==> src/hw/rtl/wmcr_pkg.sv <==
// ----------------------------------------------------------------------------
// wmcr_pkg
// Shared types, constants and helpers for the min/max waveform column renderer.
// ----------------------------------------------------------------------------
package wmcr_pkg;

    // Limits and field widths
    localparam int MAX_COLUMNS = 64;
    localparam int MAX_ROWS    = 256;
    localparam int SAMPLE_W    = 8;
    localparam int COUNT_W     = 16;
    localparam int COLS_W      = 7;
    localparam int ROWS_W      = 9;
    localparam int COL_W       = 6;
    localparam int ROW_W       = 8;
    localparam int DIV_STEPS   = COUNT_W;
    localparam int DIV_CNT_W   = $clog2(DIV_STEPS);
    localparam int CFG_IDX_W   = 2;
    localparam int CFG_DATA_W  = 16;

    // Configuration register indexes
    localparam logic [CFG_IDX_W-1:0] REG_SAMPLE_COUNT = 2'd0;
    localparam logic [CFG_IDX_W-1:0] REG_COLUMN_COUNT = 2'd1;
    localparam logic [CFG_IDX_W-1:0] REG_ROW_COUNT    = 2'd2;

    // Channel payloads
    typedef struct packed {
        logic [SAMPLE_W-1:0] sample_value;
    } t_sample;

    typedef struct packed {
        logic [COL_W-1:0] column;
        logic [ROW_W-1:0] top_row;
        logic [ROW_W-1:0] bottom_row;
        logic [ROW_W-1:0] center_row;
        logic             last_column;
    } t_column;

    typedef struct packed {
        logic [CFG_IDX_W-1:0]  index;
        logic [CFG_DATA_W-1:0] data;
    } t_cfg;

    // Controller states
    typedef enum logic [2:0] {
        ST_IDLE,
        ST_DIV,
        ST_INIT,
        ST_MINMAX,
        ST_MUL,
        ST_ROW,
        ST_LAST
    } t_state;

    // Controller to datapath commands
    typedef struct packed {
        logic load;       // latch accepted sample
        logic div_start;  // load divider with sample count
        logic div_step;   // one restoring-divide step
        logic init_cols;  // set up column 0 bounds
        logic minmax;     // fold sample into running min/max
        logic mul;        // register row products
        logic row;        // close column, emit pending, advance
        logic emit_last;  // emit final column
        logic finish;     // sample done, bump sample index
    } t_cmd;

    // Datapath to controller status
    typedef struct packed {
        logic active;     // render in progress and registers usable
        logic init;       // column stepping already set up
        logic cont;       // sample does not close current column
        logic brk;        // next column starts after this sample
        logic is_last;    // current column is the final one
        logic pend_valid; // a column waits for its stretch
        logic out_free;   // output register can take a beat
    } t_sts;

    // Exact floor(p / 255) for 16-bit p up to 255 * 255
    function automatic logic [ROW_W-1:0] div255(input logic [15:0] p);
        logic [16:0] t;
        begin
            t = {1'b0, p} + {9'd0, p[15:8]} + 17'd1;
            div255 = t[15:8];
        end
    endfunction

endpackage

==> src/hw/rtl/wmcr_stream_if.sv <==
// ----------------------------------------------------------------------------
// wmcr_stream_if
// Valid/ready channel carrying one payload beat of type T.
// ----------------------------------------------------------------------------
interface wmcr_stream_if #(
    parameter type T = logic
) ();
    logic valid;
    logic ready;
    T     payload;

    modport source (output valid, output payload, input ready);
    modport sink   (input valid, input payload, output ready);
endinterface

==> src/hw/rtl/wmcr_ctrl.sv <==
// ----------------------------------------------------------------------------
// wmcr_ctrl
// Sequencer for one sample: divider setup, min/max fold, column close-out.
// ----------------------------------------------------------------------------
module wmcr_ctrl (
    input  logic           i_clk,
    input  logic           i_rst_n,
    input  logic           i_in_valid,
    output logic           o_in_ready,
    input  wmcr_pkg::t_sts i_sts,
    output wmcr_pkg::t_cmd o_cmd
);

    wmcr_pkg::t_state                    r_state, n_state;
    logic [wmcr_pkg::DIV_CNT_W-1:0]      r_cnt, n_cnt;
    logic                                accept;
    logic                                row_go;

    assign o_in_ready = (r_state == wmcr_pkg::ST_IDLE);
    assign accept     = i_in_valid && o_in_ready;
    // pending column needs the output register before the row step runs
    assign row_go     = !i_sts.pend_valid || i_sts.out_free;

    // State register
    always_ff @(posedge i_clk) begin
        if (!i_rst_n) begin
            r_state <= wmcr_pkg::ST_IDLE;
            r_cnt   <= '0;
        end else begin
            r_state <= n_state;
            r_cnt   <= n_cnt;
        end
    end

    // Next state
    always_comb begin
        n_state = r_state;
        n_cnt   = r_cnt;
        case (r_state)
            wmcr_pkg::ST_IDLE: begin
                n_cnt = '0;
                if (accept && i_sts.active) begin
                    n_state = i_sts.init ? wmcr_pkg::ST_MINMAX : wmcr_pkg::ST_DIV;
                end
            end
            wmcr_pkg::ST_DIV: begin
                n_cnt = r_cnt + 1'b1;
                if (r_cnt == wmcr_pkg::DIV_CNT_W'(wmcr_pkg::DIV_STEPS - 1)) begin
                    n_state = wmcr_pkg::ST_INIT;
                end
            end
            wmcr_pkg::ST_INIT: begin
                n_state = wmcr_pkg::ST_MINMAX;
            end
            wmcr_pkg::ST_MINMAX: begin
                n_state = i_sts.cont ? wmcr_pkg::ST_IDLE : wmcr_pkg::ST_MUL;
            end
            wmcr_pkg::ST_MUL: begin
                n_state = wmcr_pkg::ST_ROW;
            end
            wmcr_pkg::ST_ROW: begin
                if (row_go) begin
                    if (i_sts.is_last) begin
                        n_state = wmcr_pkg::ST_LAST;
                    end else if (i_sts.brk) begin
                        n_state = wmcr_pkg::ST_IDLE;
                    end else begin
                        n_state = wmcr_pkg::ST_MINMAX;
                    end
                end
            end
            wmcr_pkg::ST_LAST: begin
                if (i_sts.out_free) begin
                    n_state = wmcr_pkg::ST_IDLE;
                end
            end
            default: begin
                n_state = wmcr_pkg::ST_IDLE;
            end
        endcase
    end

    // Command outputs
    always_comb begin
        o_cmd = '0;
        case (r_state)
            wmcr_pkg::ST_IDLE: begin
                o_cmd.load      = accept;
                o_cmd.div_start = accept && i_sts.active && !i_sts.init;
            end
            wmcr_pkg::ST_DIV: begin
                o_cmd.div_step = 1'b1;
            end
            wmcr_pkg::ST_INIT: begin
                o_cmd.init_cols = 1'b1;
            end
            wmcr_pkg::ST_MINMAX: begin
                o_cmd.minmax = 1'b1;
                o_cmd.finish = i_sts.cont;
            end
            wmcr_pkg::ST_MUL: begin
                o_cmd.mul = 1'b1;
            end
            wmcr_pkg::ST_ROW: begin
                o_cmd.row    = row_go;
                o_cmd.finish = row_go && !i_sts.is_last && i_sts.brk;
            end
            wmcr_pkg::ST_LAST: begin
                o_cmd.emit_last = i_sts.out_free;
                o_cmd.finish    = i_sts.out_free;
            end
            default: begin
                o_cmd = '0;
            end
        endcase
    end

endmodule

==> src/hw/rtl/wmcr_datapath.sv <==
// ----------------------------------------------------------------------------
// wmcr_datapath
// Config registers, column bound stepping, min/max, row scaling, output beat.
// ----------------------------------------------------------------------------
module wmcr_datapath (
    input  logic              i_clk,
    input  logic              i_rst_n,
    input  wmcr_pkg::t_cmd    i_cmd,
    output wmcr_pkg::t_sts    o_sts,
    input  logic              i_cfg_we,
    input  wmcr_pkg::t_cfg    i_cfg,
    input  wmcr_pkg::t_sample i_sample,
    output logic              o_out_valid,
    input  logic              i_out_ready,
    output wmcr_pkg::t_column o_out
);

    localparam int CW = wmcr_pkg::COLS_W;
    localparam int NW = wmcr_pkg::COUNT_W;
    localparam int RW = wmcr_pkg::ROW_W;
    localparam int VW = wmcr_pkg::SAMPLE_W;

    // Config registers
    logic [NW-1:0]                 r_n;
    logic [CW-1:0]                 r_w;
    logic [wmcr_pkg::ROWS_W-1:0]   r_h;
    logic                          cfg_hit;

    // Render state
    logic [CW-1:0] r_col;
    logic [NW-1:0] r_samp;
    logic          r_init;
    logic [VW-1:0] r_v;
    logic [VW-1:0] r_min, r_max;
    logic [RW-1:0] r_ptop, r_pbot;
    logic          r_pv;
    logic [NW-1:0] r_q;      // raw end of current column
    logic [CW-1:0] r_acc;    // running remainder of (x+1)*n mod w
    logic [NW-1:0] r_cend;   // end of current column, exclusive
    logic [NW-1:0] r_quo;    // divider quotient, then n / w
    logic [CW-1:0] r_drem;   // divider remainder, then n % w
    logic [15:0]   r_prod_t, r_prod_b;
    logic          r_ovalid;
    wmcr_pkg::t_column r_out;

    // Effective geometry
    logic [CW-1:0]               w_eff;
    logic [wmcr_pkg::ROWS_W-1:0] h_eff;
    logic [RW-1:0]               h_m1;
    logic [RW-1:0]               center;

    always_comb begin
        if (r_w > CW'(wmcr_pkg::MAX_COLUMNS)) w_eff = CW'(wmcr_pkg::MAX_COLUMNS);
        else                                   w_eff = r_w;
        if (r_h == '0)                                         h_eff = 9'd1;
        else if (r_h > wmcr_pkg::ROWS_W'(wmcr_pkg::MAX_ROWS))  h_eff =
            wmcr_pkg::ROWS_W'(wmcr_pkg::MAX_ROWS);
        else                                                   h_eff = r_h;
    end
    assign h_m1   = RW'(h_eff - 9'd1);
    assign center = h_eff[8:1];

    // Config write decode
    always_comb begin
        case (i_cfg.index)
            wmcr_pkg::REG_SAMPLE_COUNT: cfg_hit = i_cfg_we;
            wmcr_pkg::REG_COLUMN_COUNT: cfg_hit = i_cfg_we;
            wmcr_pkg::REG_ROW_COUNT:    cfg_hit = i_cfg_we;
            default:                    cfg_hit = 1'b0;
        endcase
    end

    always_ff @(posedge i_clk) begin
        if (!i_rst_n) begin
            r_n <= 16'd1;
            r_w <= 7'd64;
            r_h <= 9'd64;
        end else if (i_cfg_we) begin
            case (i_cfg.index)
                wmcr_pkg::REG_SAMPLE_COUNT: r_n <= i_cfg.data;
                wmcr_pkg::REG_COLUMN_COUNT: r_w <= i_cfg.data[CW-1:0];
                wmcr_pkg::REG_ROW_COUNT:    r_h <= i_cfg.data[wmcr_pkg::ROWS_W-1:0];
                default:                    r_n <= r_n;
            endcase
        end
    end

    // Restoring divide step: n / w, one quotient bit per cycle
    logic [CW:0] div_trial;
    logic        div_ge;
    assign div_trial = {r_drem, r_quo[NW-1]};
    assign div_ge    = div_trial >= {1'b0, w_eff};

    // Column stepping: next raw end and remainder
    logic [CW:0]   acc_sum;
    logic          acc_carry;
    logic [CW-1:0] acc_next;
    logic [NW-1:0] q_next;
    logic [NW-1:0] cend_next;
    logic [NW-1:0] cend_init;

    assign acc_sum   = {1'b0, r_acc} + {1'b0, r_drem};
    assign acc_carry = acc_sum >= {1'b0, w_eff};
    assign acc_next  = acc_carry ? CW'(acc_sum - {1'b0, w_eff}) : acc_sum[CW-1:0];
    assign q_next    = NW'({1'b0, r_q} + {1'b0, r_quo} + {{NW{1'b0}}, acc_carry});
    // an empty column still covers its first sample
    assign cend_next = (q_next == r_q) ? (r_q + 16'd1) : q_next;
    assign cend_init = (r_quo == '0) ? 16'd1 : r_quo;

    // Row scaling and stretch toward the column just closed
    logic [RW-1:0] top_c, bot_c;
    logic [RW-1:0] st_top, st_bot;
    logic [CW-1:0] col_prev;

    assign top_c    = wmcr_pkg::div255(r_prod_t);
    assign bot_c    = wmcr_pkg::div255(r_prod_b);
    assign col_prev = r_col - 7'd1;

    always_comb begin
        st_top = r_ptop;
        st_bot = r_pbot;
        if (r_pbot < top_c)      st_bot = top_c;
        else if (bot_c < r_ptop) st_top = bot_c;
    end

    // Control-side render state
    always_ff @(posedge i_clk) begin
        if (!i_rst_n) begin
            r_col  <= '0;
            r_samp <= '0;
            r_init <= 1'b0;
            r_min  <= '1;
            r_max  <= '0;
            r_ptop <= '0;
            r_pbot <= '0;
            r_pv   <= 1'b0;
        end else if (cfg_hit) begin
            r_col  <= '0;
            r_samp <= '0;
            r_init <= 1'b0;
            r_min  <= '1;
            r_max  <= '0;
            r_ptop <= '0;
            r_pbot <= '0;
            r_pv   <= 1'b0;
        end else begin
            if (i_cmd.init_cols) r_init <= 1'b1;
            if (i_cmd.finish)    r_samp <= r_samp + 16'd1;
            if (i_cmd.minmax) begin
                if (r_v < r_min) r_min <= r_v;
                if (r_v > r_max) r_max <= r_v;
            end
            if (i_cmd.row) begin
                r_ptop <= top_c;
                r_pbot <= bot_c;
                r_pv   <= 1'b1;
                r_min  <= '1;
                r_max  <= '0;
                if (!o_sts.is_last) r_col <= r_col + 7'd1;
            end
            if (i_cmd.emit_last) begin
                r_pv  <= 1'b0;
                r_col <= w_eff;
            end
        end
    end

    // Datapath payload registers
    always_ff @(posedge i_clk) begin
        if (i_cmd.load) r_v <= i_sample.sample_value;
        if (i_cmd.div_start) begin
            r_quo  <= r_n;
            r_drem <= '0;
        end else if (i_cmd.div_step) begin
            r_quo  <= {r_quo[NW-2:0], div_ge};
            r_drem <= div_ge ? CW'(div_trial - {1'b0, w_eff}) : div_trial[CW-1:0];
        end
        if (i_cmd.init_cols) begin
            r_q    <= r_quo;
            r_acc  <= r_drem;
            r_cend <= cend_init;
        end else if (i_cmd.row) begin
            r_q    <= q_next;
            r_acc  <= acc_next;
            r_cend <= cend_next;
        end
        if (i_cmd.mul) begin
            r_prod_t <= 16'(8'd255 - r_max) * 16'(h_m1);
            r_prod_b <= 16'(8'd255 - r_min) * 16'(h_m1);
        end
    end

    // Output register
    always_ff @(posedge i_clk) begin
        if (!i_rst_n) begin
            r_ovalid <= 1'b0;
        end else if ((i_cmd.row && r_pv) || i_cmd.emit_last) begin
            r_ovalid <= 1'b1;
        end else if (i_out_ready) begin
            r_ovalid <= 1'b0;
        end
    end

    always_ff @(posedge i_clk) begin
        if (i_cmd.row && r_pv) begin
            r_out.column      <= col_prev[wmcr_pkg::COL_W-1:0];
            r_out.top_row     <= st_top;
            r_out.bottom_row  <= st_bot;
            r_out.center_row  <= center;
            r_out.last_column <= 1'b0;
        end else if (i_cmd.emit_last) begin
            r_out.column      <= r_col[wmcr_pkg::COL_W-1:0];
            r_out.top_row     <= r_ptop;
            r_out.bottom_row  <= r_pbot;
            r_out.center_row  <= center;
            r_out.last_column <= 1'b1;
        end
    end

    assign o_out_valid = r_ovalid;
    assign o_out       = r_out;

    // Status
    assign o_sts.active     = (w_eff != '0) && (r_n != '0) && (r_col < w_eff);
    assign o_sts.init       = r_init;
    assign o_sts.cont       = ({1'b0, r_samp} + 17'd1) < {1'b0, r_cend};
    assign o_sts.brk        = r_q > r_samp;
    assign o_sts.is_last    = ({1'b0, r_col} + 8'd1) >= {1'b0, w_eff};
    assign o_sts.pend_valid = r_pv;
    assign o_sts.out_free   = !r_ovalid || i_out_ready;

endmodule

==> src/hw/rtl/waveform_minmax_column_render_unit.sv <==
// ----------------------------------------------------------------------------
// waveform_minmax_column_render_unit
// Min/max waveform preview: samples in, one lit row span per column out.
// ----------------------------------------------------------------------------
// Channels: i_sample takes one 8-bit sample per beat, in order. o_column gives
//   one beat per pixel column (column, top/bottom row, center row, last flag).
//   i_cfg writes sample_count (0), column_count (1) and row_count (2); a write
//   to any of them restarts the render. Write only while the block is idle.
// Sequencing: a sample inside a column is accepted, then folded into min/max.
//   A sample that closes a column adds a multiply and a row step; each
//   further column it closes adds a fold, multiply and row step, plus a
//   final-column step. The first sample after a restart adds the bit-serial
//   n / w divide that seeds column stepping. Samples are taken only in idle.
// Order: a column beat is registered at the row step of the sample that closes
//   the following column (the span is stretched toward its neighbor first);
//   the final column follows after that, once the output register is free.
// Reset: synchronous, active low; registers return to 1 / 64 / 64 and the
//   render restarts. Samples after the final column are dropped.
// Stall: o_column is one output register. While it holds a beat the block
//   keeps accepting samples; it waits only when a new column beat is due.
// ----------------------------------------------------------------------------
module waveform_minmax_column_render_unit (
    input  logic          i_clk,
    input  logic          i_rst_n,
    wmcr_stream_if.sink   i_sample,
    wmcr_stream_if.sink   i_cfg,
    wmcr_stream_if.source o_column
);

    wmcr_pkg::t_cmd cmd;
    wmcr_pkg::t_sts sts;
    logic           cfg_we;

    // Config writes are always taken
    assign i_cfg.ready = 1'b1;
    assign cfg_we      = i_cfg.valid && i_cfg.ready;

    wmcr_ctrl u_ctrl (
        .i_clk      (i_clk),
        .i_rst_n    (i_rst_n),
        .i_in_valid (i_sample.valid),
        .o_in_ready (i_sample.ready),
        .i_sts      (sts),
        .o_cmd      (cmd)
    );

    wmcr_datapath u_datapath (
        .i_clk       (i_clk),
        .i_rst_n     (i_rst_n),
        .i_cmd       (cmd),
        .o_sts       (sts),
        .i_cfg_we    (cfg_we),
        .i_cfg       (i_cfg.payload),
        .i_sample    (i_sample.payload),
        .o_out_valid (o_column.valid),
        .i_out_ready (o_column.ready),
        .o_out       (o_column.payload)
    );

endmodule

==> src/flat_wrapper.sv <==
// flat-port wrapper written by rule: the top's interface ports become plain ports
module waveform_minmax_column_render_unit_flat 
  (i_clk, i_rst_n, i_sample_valid, i_sample_payload, i_sample_ready, i_cfg_valid, i_cfg_payload, i_cfg_ready, o_column_valid, o_column_payload, o_column_ready);
  wmcr_stream_if i_sample_i ();
  wmcr_stream_if i_cfg_i ();
  wmcr_stream_if o_column_i ();
  input  logic i_clk;
  input  logic i_rst_n;
  input wire logic [$bits(i_sample_i.valid)-1:0] i_sample_valid;
  input wire logic [$bits(i_sample_i.payload)-1:0] i_sample_payload;
  output wire logic [$bits(i_sample_i.ready)-1:0] i_sample_ready;
  input wire logic [$bits(i_cfg_i.valid)-1:0] i_cfg_valid;
  input wire logic [$bits(i_cfg_i.payload)-1:0] i_cfg_payload;
  output wire logic [$bits(i_cfg_i.ready)-1:0] i_cfg_ready;
  output wire logic [$bits(o_column_i.valid)-1:0] o_column_valid;
  output wire logic [$bits(o_column_i.payload)-1:0] o_column_payload;
  input wire logic [$bits(o_column_i.ready)-1:0] o_column_ready;
  assign i_sample_i.valid = i_sample_valid;
  assign i_sample_i.payload = i_sample_payload;
  assign i_sample_ready = i_sample_i.ready;
  assign i_cfg_i.valid = i_cfg_valid;
  assign i_cfg_i.payload = i_cfg_payload;
  assign i_cfg_ready = i_cfg_i.ready;
  assign o_column_valid = o_column_i.valid;
  assign o_column_payload = o_column_i.payload;
  assign o_column_i.ready = o_column_ready;
  waveform_minmax_column_render_unit u_core (.i_clk(i_clk), .i_rst_n(i_rst_n), .i_sample(i_sample_i), .i_cfg(i_cfg_i), .o_column(o_column_i));
endmodule
==> config.mk <==
export PLATFORM = sky130hd
export DESIGN_NAME = waveform_minmax_column_render_unit_flat
export DESIGN_NICKNAME = d
export VERILOG_FILES = /design/src/hw/rtl/wmcr_pkg.sv /design/src/hw/rtl/wmcr_stream_if.sv /design/src/hw/rtl/wmcr_ctrl.sv /design/src/hw/rtl/wmcr_datapath.sv /design/src/hw/rtl/waveform_minmax_column_render_unit.sv /design/src/flat_wrapper.sv
export SDC_FILE = /design/constraint.sdc
export NUM_CORES = 1
export LEC_CHECK = 0
export BUFFER_PORTS_ARGS = -buffer_cell sky130_fd_sc_hd__buf_2
export CORE_MARGIN = 4
export CORE_UTILIZATION = 45
export DETAILED_ROUTE_END_ITERATION = 16
export HOLD_SLACK_MARGIN = 0.15
export PLACE_DENSITY = 0.58
export REMOVE_ABC_BUFFERS = 1
export SYNTH_ARGS = -nofsm -noshare
export SYNTH_HDL_FRONTEND = slang
export SYNTH_HIERARCHICAL = 1
export SYNTH_SLANG_ARGS = --single-unit
==> constraint.sdc <==
create_clock -name i_clk -period 13.3 [get_ports i_clk]
set_input_delay 0.665 -clock i_clk [delete_from_list [all_inputs] [get_ports i_clk]]
set_output_delay 0.665 -clock i_clk [all_outputs]
set_load 0.05 [all_outputs]
* Word-level counts from Yosys, hierarchy flattened
Cells that the tools add are included.
** Word-level totals
- Register bits after elaboration :: 97
- Bits in latches :: 0
- Bits in writable memories :: 0
- ROM bits :: 0
- Input port bits :: 7
- Output and inout bits :: 4
- Word-level logic and storage cells :: 104
- Memories kept :: 0
** Operators by class
- Add/subtract/negate cells :: 11
- Multiply operators :: 0
- Div/mod/pow operators :: 0
- $lt $le $gt $ge :: 6
- Equality and inequality tests :: 13
- Shift-type cells :: 0
- Multiplexer cells :: 33
- Bitwise operators :: 1
- Reduce and logical (&&, ||, !) cells :: 25
** Operators by type and width (number)
- 16-bit two-way mux :: 7
- 7-bit two-way mux :: 7
- 16-bit by 1-bit adder with 16-bit output (second input constant) :: 2
- 8-bit by 7-bit >= comparator with 1-bit output (second input constant) :: 3
- 3-bit case mux with 7 select lines :: 1
- 3-bit two-way mux :: 6
- 16-bit by 1-bit adder with 17-bit output (second input constant) :: 1
- 17-bit by 16-bit less-than comparator with 1-bit output :: 1
- 16-bit by 1-bit adder with 16-bit output :: 1
- 16-bit adder :: 1
- 16-bit == test :: 1
- 16-bit greater-than comparator :: 1
- 16-bit logical NOT :: 1
- 7-bit subtractor (second input constant) :: 2
- 2-bit nonzero test :: 5
- 3-bit == test (second input constant) :: 3
- 7-bit by 1-bit adder with 8-bit output (second input constant) :: 1
- 7-bit by 7-bit adder with 8-bit output :: 1
- 1-bit two-way mux :: 8
- 2-bit inequality test (second input constant) :: 4
- 4-bit case mux with 2 select lines :: 1
- 7-bit by 1-bit adder with 7-bit output (second input constant) :: 1
- 1-bit logical AND :: 7
- 7-bit less-than comparator (second input constant) :: 1
- other kinds (15) :: 22

* Logic depth before layout (Yosys ltp)
Gate-level depths: netlist of run 1.
- Depth after elaboration :: 7
- Depth in mapped cells :: 25

* Modules after synthesis
The synthesis of run 1 kept the hierarchy.
** Modules (own cells, without submodules)
- wmcr_datapath :: instances 1, cells each 1901, area each 17829.6 um2, seq. area each 5715.5 um2
- wmcr_ctrl :: instances 1, cells each 65, area each 526.8 um2, seq. area each 140.1 um2
- waveform_minmax_column_render_unit :: instances 1, cells each 3, area each 15.0 um2, seq. area each 0.0 um2

* Least setup slack after synthesis of run 1
No wires, ideal clock.
- Path kind :: register -> register
- From :: register u_core/u_datapath/r_h[1] (netlist name)
- To :: register u_core/u_datapath/r_prod_t[13] (netlist name)
- Data arrival time :: 5964 ps
- Setup slack :: 7078 ps
- Stages on the path, launching flop included :: 29
- Buffers on the path :: 2
- Clock period less this slack :: 6222 ps
- Cells stage by stage :: dfxtp_1 > nor2_1 > nor4b_1 > a21oi_1 > nor2_1 > inv_1 > clkbuf_1 > ha_1 > xnor2_1 > clkbuf_1 > or2_2 > fa_1 > inv_1 > fa_1 > ha_1 > inv_1 > fa_1 > inv_1 > ha_1 > a21o_1 > a21oi_1 > nand2b_1 > a21boi_0 > o311a_1 > nor2_1 > nor2b_1 > o21ai_0 > nor2b_1 > xnor2_1

* Worst setup path after layout of run 1
- From :: register u_core.u_datapath.r_drem[0]
- To :: register u_core.u_datapath.r_cend[8], data pin
** On the way
- Word-level cells in the longest chain between the ends :: 7
** RTL lines
- from (decl) :: line wmcr_datapath.sv:41 : logic [CW-1:0] r_drem;
- from (signal assigned) :: line wmcr_datapath.sv:176 : r_drem <= div_ge ? CW'(div_trial - {1'b0, w_eff}) : div_trial[CW-1:0];
- 7-bit by 7-bit adder with 8-bit output * :: line wmcr_datapath.sv:102 : assign acc_sum = {1'b0, r_acc} + {1'b0, r_drem};
- 8-bit by 7-bit >= comparator with 1-bit output * :: line wmcr_datapath.sv:103 : assign acc_carry = acc_sum >= {1'b0, w_eff};
- 16-bit by 1-bit adder with 16-bit output * :: line wmcr_datapath.sv:105 : assign q_next = NW'({1'b0, r_q} + {1'b0, r_quo} + {{NW{1'b0}}, acc_carry});
- 16-bit == test :: line wmcr_datapath.sv:107 : assign cend_next = (q_next == r_q) ? (r_q + 16'd1) : q_next;
- 16-bit two-way mux * :: line wmcr_datapath.sv:107
- 16-bit two-way mux * :: line wmcr_datapath.sv:182 : end else if (i_cmd.row) begin
- 16-bit two-way mux * :: line wmcr_datapath.sv:178 : if (i_cmd.init_cols) begin
- to (signal assigned) :: line wmcr_datapath.sv:181 : r_cend <= cend_init;
- to (signal assigned) :: line wmcr_datapath.sv:185 : r_cend <= cend_next;
- to (decl) :: line wmcr_datapath.sv:39 : logic [NW-1:0] r_cend;
Mark *: on every way between the ends. The rest lies on a longest branch, timed or not. The select of a mux whose other input is x is not followed.
A chain may end at the register's enable or synchronous reset.

==> results of run 1 <==
-- routing by layer --
layer | wire [µm] | global-route usage (%) | vias to the layer above
met1 | 10400 | 28.2 | 3264
li1 | - | - | 3562
met2 | 9280 | 30.2 | 84
met3 | 622 | 3.42 | 11
met5 | 0 | 0 | -
met4 | 197 | 4.57 | 0
-- registers in the layout (all words and copies together) (netlist names), 3 cells and up --
signal                    cells
u_core/u_datapath/r_n        16
u_core/u_datapath/r_w         7
u_core/u_datapath/r_samp     16
u_core/u_datapath/r_quo      16
u_core/u_datapath/r_cend     16
u_core/u_datapath/r_q        16
u_core/u_ctrl/r_state         3
u_core/u_ctrl/r_cnt           4
u_core/u_datapath/r_acc       7
u_core/u_datapath/r_col       7
u_core/u_datapath/r_drem      7
-- power by group through the flow --
stage	clock, W	combinational (W)	sequential [W]
global placement	0	0.00163	0.000735
detailed placement	0	0.00164	0.000735
CTS	0.000474	0.00165	0.000728
floorplan	0	0.00132	0.000677
global route	0.000493	0.00186	0.000745
finish	0.000464	0.00166	0.000730
-- worst min path at each step --
stage	startpoint	end	slack, ns	cells after the start
after floorplan	u_core/u_datapath/r_n[10]	u_core/u_datapath/r_n[10]	0.45	2
after global placement	u_core/u_datapath/r_n[14]	u_core/u_datapath/r_n[14]	0.47	2
after detailed placement	u_core/u_datapath/r_n[14]	u_core/u_datapath/r_n[14]	0.48	2
after CTS	u_core/u_datapath/r_n[14]	u_core/u_datapath/r_n[14]	0.49	2
after global routing	i_cfg_payload	u_core/u_datapath/r_n[0]	0.50	3
final	u_core/u_datapath/r_n[6]	u_core/u_datapath/r_n[6]	0.48	2
-- layout by cell type (no fill, tap or decap), drive strengths merged, types with 6 or more instances in the layout --
master,instances
dfxtp,64
nand4,18
xnor2,67
inv,61
nand3,31
and2,10
a211oi,11
clkbuf,22
nand2,110
ha,85
a21o,26
o21a,14
nor4,11
a21oi,48
conb,30
a22oi,6
nand2b,15
edfxtp,55
mux2i,23
and3,15
nor2,62
xor2,26
nor3,15
o21ai,51
buf,12
nor2b,23
a21boi,19
mux2,18
-- worst reg2reg max path, cell delays in order, from the launching register on --
cell and delay, ns:
dfxtp_1 0.44, ha_1 0.25, fa_1 0.49, fa_1 0.46
a21o_1 0.17, a21oi_1 0.22, o21bai_1 0.09, a21oi_1 0.21
o21ai_0 0.15, a2111oi_2 0.79, fa_1 0.36, fa_1 0.49
xor2_1 0.16, nand3_1 0.13, a2111oi_0 0.39, and3_1 0.21
o2111ai_1 0.14, nor4b_4 0.33, nand4_4 0.39, a31oi_1 0.40
o21ai_1 0.11
-- layout make-up --
type,count,area (µm²)
clock buffer,22,485
timing repair buffer,12,70.1
clock inverter,10,114
fill,1855,9680
tap,265,332
multi-input combinational,805,5760
inverter,57,216
sequential,119,2930
-- per-stage QoR --
stage / utilization, % / area [µm²]
final: 50.6 / 9910
after global routing: 50.6 / 9910
after CTS: 50.6 / 9910
after detailed placement: 47.6 / 9320
after global placement: 47.6 / 9320
after floorplan: - / 8910
==> key figures, run 1 <==
Floorplan
  – Die Ht: roughly 150 µm
  – IO Pins: 11
  – Row count: between 50 and 60
  – Initial Utilization: a little under half
  – Die width: approximately 150 µm
  – Core ar.: about 20,000 µm²
  – Die area: about 22,000 µm²

Timing
  – Worst Max-Slew Pin Slew: approximately 1.0 ns
  – Final worst-path cycle share: 49.9%
  – Setup ws final: around 6.7 ns
  – Rel. slew slack: 33.3%
  – Hold Fails Final Rpt: 0
  – Hold_ws: 0.485 ns
  – Max Slew Vio Count: 0
  – Setup_tns: 0 ns
  – Max Clock Skew: approximately 0.011 ns
  – Max frequency: ~150 MHz
  – RSZ-0062 raised after global routing: false
  – Min Tclk post-route: roughly 6.6 ns
  – Final setup vio count: 0

Clocking
  – Root buffer cell: clkbuf_16
  – Total CTS buffers: 17
  – Post-CTS sizing: 0
  – Hold Buf Count CTS: 0
  – TritonCTS clock tree: yes
  – Clk_lat worst skew: about 0.4 ns
  – CTS H-tree depth: 4
  – Sink Count: between 100 and 150
  – Deepest clock path buffer count: 2
  – CTS clock-pin slew for the worst setup and hold paths: about 0.060 ns
  – # Post-CTS Setup Buffers: 0

Detailed routing
  – DRT Pass-1 Iters: 4
  – Via count: approximately 7,000
  – DRC Markers: 0
  – Post-DRT Antenna Nets: 0
  – 1st-iter DRT viols: around 380
  – Routed WL: approximately 20 mm
  – Wire per inst: between 15 and 20 µm
  – Vias per cell: around 5.4

Power
  – Psw: around 0.0012 W
  – Switching Share: 43.2%
  – Seq pwr share: between 20% and 30%
  – Internal power: approximately 0.0016 W
  – Peak supply drop: ~0.13 mV
  – Overall power: roughly 0.0029 W
  – PD cells: 288 nW/µm²
  – Clock power frac: 16.3%
  – Static leakage: between 4 and 5 nW
  – Comb power frac: 58.1%

Setup path
  – Worst setup EP type: flip-flop
  – CP max FO: 17
  – Crit path DAT: roughly 6.8 ns
  – CP delay by family, top: compound AO/OA/AOI/OAI gates
  – FF-to-FF setup slack: 6.66 ns
  – Crit path cell chain: ha_1 > fa_1 > fa_1 > a21o_1 > a21oi_1 > o21bai_1 > a21oi_1 > o21ai_0 > a2111oi_2 > fa_1 > fa_1 > xor2_1 > nand3_1 > a2111oi_0 > and3_1 > o2111ai_1 > nor4b_4 > nand4_4 > a31oi_1 > o21ai_1
  – Kind of critical path: flip-flop to flip-flop
  – Critical path buffers and inverters: 0
  – CP Launch Type: flip-flop
  – Crit path top cell by count: fa_1
  – Crit path to: u_core/u_datapath/r_cend[8]
  – CP required: between 10 and 15 ns
  – Slowest-stage cell, CP: a2111oi_2
  – Setup crit start: u_core/u_datapath/r_drem[0]
  – CP max stage delay: about 0.8 ns
  – Critical Path Stages: 20
  – RR Startpoint: u_core/u_datapath/r_drem[0]
  – Reg2reg path depth: 20
  – Reg2reg end: u_core/u_datapath/r_cend[8]

Synthesis
  – Post-Syn Area per Cell: roughly 9 µm²
  – Synthesized area: 9050 µm²
  – Gate Count Post-Synth: 1,006
  – Ys Warns: 6

GRT
  – Initial antenna violation count: 0
  – Vias in the first global route: around 6,700
  – First-pass GRT wire length: 34.9 mm
  – Largest net degree at the start of global routing: between 40 and 50
  – GRT Util Overall: 19.4%
  – Grt total ovfl: 0

Cells and area
  – N_diodes: 0
  – Layout cells sized above 1: under 10%
  – Area Growth Syn to Fin: 9.55%
  – Final net count: 1,109
  – Layout Cells excl Fill: ~1,300

Placement
  – HPWL Detailed: between 15 and 20 mm
  – Port-buffer cells: 8
  – Dpl ws: approximately 6.8 ns
  – GPL Wtd Cong: approximately 0.86
  – Dpl cells: around 1,300

Job
  – Max Cap Viol: 0

Hold path
  – Type of the most critical hold path: flip-flop to flip-flop

Run status
  – Outcome: completed
Note: power is estimated with default switching activity, not from simulation.
==> inputs of run 2 (changes only) <==
- ABC_AREA: default -> 1
- PLACE_DENSITY: 0.58 -> 0.6
- clock period: 13.3 -> 6.1 ns (I/O delays scaled with it)
==> key figures, run 2 <==
Clocking
  – Sink Count: ~120
  – Deepest clock path buffer count: 2
  – # Post-CTS Setup Buffers: 0
  – CTS clock-pin slew for the worst setup and hold paths: around 0.05 ns
  – Clk_lat worst skew: between 0.4 and 0.5 ns
  – Total CTS buffers: 17
  – TritonCTS clock tree: yes
  – CTS H-tree depth: 4
  – Root buffer cell: clkbuf_16

Cells and area
  – Post-route cell area: between 9000 and 10,000 µm²
  – Layout Cells excl Fill: about 1,500
  – Fill count: slightly below 2,000
  – Final net count: roughly 1,300
  – N_diodes: 0
  – Layout cells sized above 1: 5.68%
  – Area Growth Syn to Fin: 9.91%
  – Most frequent cells in the layout: 274 x nand2_1, 173 x inv_1, 103 x nor2_1, 103 x o21ai_0, 85 x ha_1
  – Most common cell after layout, fill and taps aside: nand2_1

Placement
  – HPWL Detailed: approximately 16 mm
  – Dpl ws: 0.612 ns
  – Dpl cell area: around 9300 µm²
  – Port-buffer cells: 8
  – Dpl cells: 1,483
  – GPL Wtd Cong: roughly 0.85

Power
  – Peak supply drop: ~0.27 mV
  – Static leakage: approximately 4.7 nW
  – PD cells: around 640 nW/µm²

Timing
  – Hold_ws: between 0.2 and 0.25 ns
  – RSZ-0062 raised after global routing: false
  – Setup ws final: around 0.59 ns
  – Rel. slew slack: 30.7%
  – Max Slew Vio Count: 0
  – Setup_tns: 0 ns
  – Max Clock Skew: roughly 0.010 ns
  – Min Tclk post-route: 5.51 ns
  – Worst Max-Slew Pin Slew: roughly 1.0 ns
  – Final setup vio count: 0
  – Max frequency: ~180 MHz
  – Hold Fails Final Rpt: 0
  – Final worst-path cycle share: about nine tenths

Job
  – Max Cap Viol: 0

Synthesis
  – Post-Syn Area per Cell: between 7 and 8 µm²
  – Ys Warns: 6
  – Gate Count Post-Synth: between 1,000 and 1,500
  – Synthesized area: between 8000 and 9000 µm²

GRT
  – Initial antenna violation count: 0
  – Largest net degree at the start of global routing: a little over 40
  – GRT Util Overall: between 10% and 20%
  – Grt total ovfl: 0
  – First-pass GRT wire length: around 34 mm
  – Vias in the first global route: between 7,000 and 8,000

Setup path
  – CP required: roughly 6.3 ns
  – CP max FO: 16
  – CP Launch Type: flip-flop
  – Crit path DAT: 5.66 ns
  – Slowest-stage cell, CP: fa_1
  – CP max stage delay: about 0.42 ns
  – Kind of critical path: flip-flop to flip-flop
  – Crit path top cell by count: nand2_1
  – Worst setup EP type: flip-flop

Detailed routing
  – Wire per inst: between 10 and 15 µm
  – DRT Pass-1 Iters: 5
  – Routed WL: 20.7 mm
  – Post-DRT Antenna Nets: 0
  – Vias per cell: approximately 5
  – Via count: approximately 7,600
  – 1st-iter DRT viols: about 460
  – DRC Markers: 0

Floorplan
  – Core ar.: 19,500 µm²
  – Initial Utilization: between 40% and 50%
  – Row count: 51
  – Die area: approximately 22,000 µm²
  – Die Ht: ~150 µm
  – Die width: around 150 µm
  – IO Pins: 11

Hold path
  – Type of the most critical hold path: input port to flip-flop

Run status
  – Outcome: completed
## run 2: through the flow
stage	utilization [%]	power (W)
6_report	50.3	0.00634
5_1_grt	50.3	0.00705
4_1_cts	50.3	0.00636
3_5_place_dp	47.7	0.00546
3_3_place_gp	47.7	0.00539
2_1_floorplan	-	0.00458
## run 2: final timing paths
check / start / to / slack, ns / cells past startpoint
worst min-delay path: o_column_ready / u_core/u_datapath/o_out_valid / 0.23 / 4
worst min register to register: u_core/u_datapath/o_out[0] / u_core/u_datapath/o_out[0] / 0.49 / 2
worst max-delay path: u_core/u_datapath/r_acc[2] / u_core/u_datapath/r_cend[5] / 0.59 / 38
worst max register to register: u_core/u_datapath/r_acc[2] / u_core/u_datapath/r_cend[5] / 0.59 / 38
## run 2: repair_timing
item,4_1_cts,5_1_grt
hold buffers,1,0
resized for setup,0,0
endpoints found under the hold margin,1,0
## run 2: layout make-up
cell class / instances / area (µm²) / share of cell area (%)
clock buffers: 26 / 479 / 4.88
clock inverters: 6 / 30.0 / 0.306
inverters: 177 / 664 / 6.76
multi-input cells: 905 / 5270 / 53.6
flip-flops and latches: 119 / 2930 / 29.8
well taps: 265 / 332 / 3.37
repair buffers: 18 / 118 / 1.20
## run 2: worst max-delay path, delay by kind of cell (launching register included)
kind                     cells  cell delay [ns]
AND/OR/NAND/NOR             25             2.32
adder cells (fa/ha/maj)      4             1.53
AO/OA/AOI/OAI                4             0.49
flip-flops                   1             0.36
buffers and inverters        4             0.35
XOR/XNOR                     1             0.20
## run 2: per-layer routing
metal	track usage, %	wire [µm]
met2	30.5	9160
met5	0	0
met1	27.8	10800
met3	2.98	543
met4	4.07	190
## run 2: where the power goes
group          internal, W  switching [W]  total (W)
logic              0.00141        0.00243    0.00384
registers          0.00134       0.000282    0.00162
clock network     0.000535       0.000338   0.000873
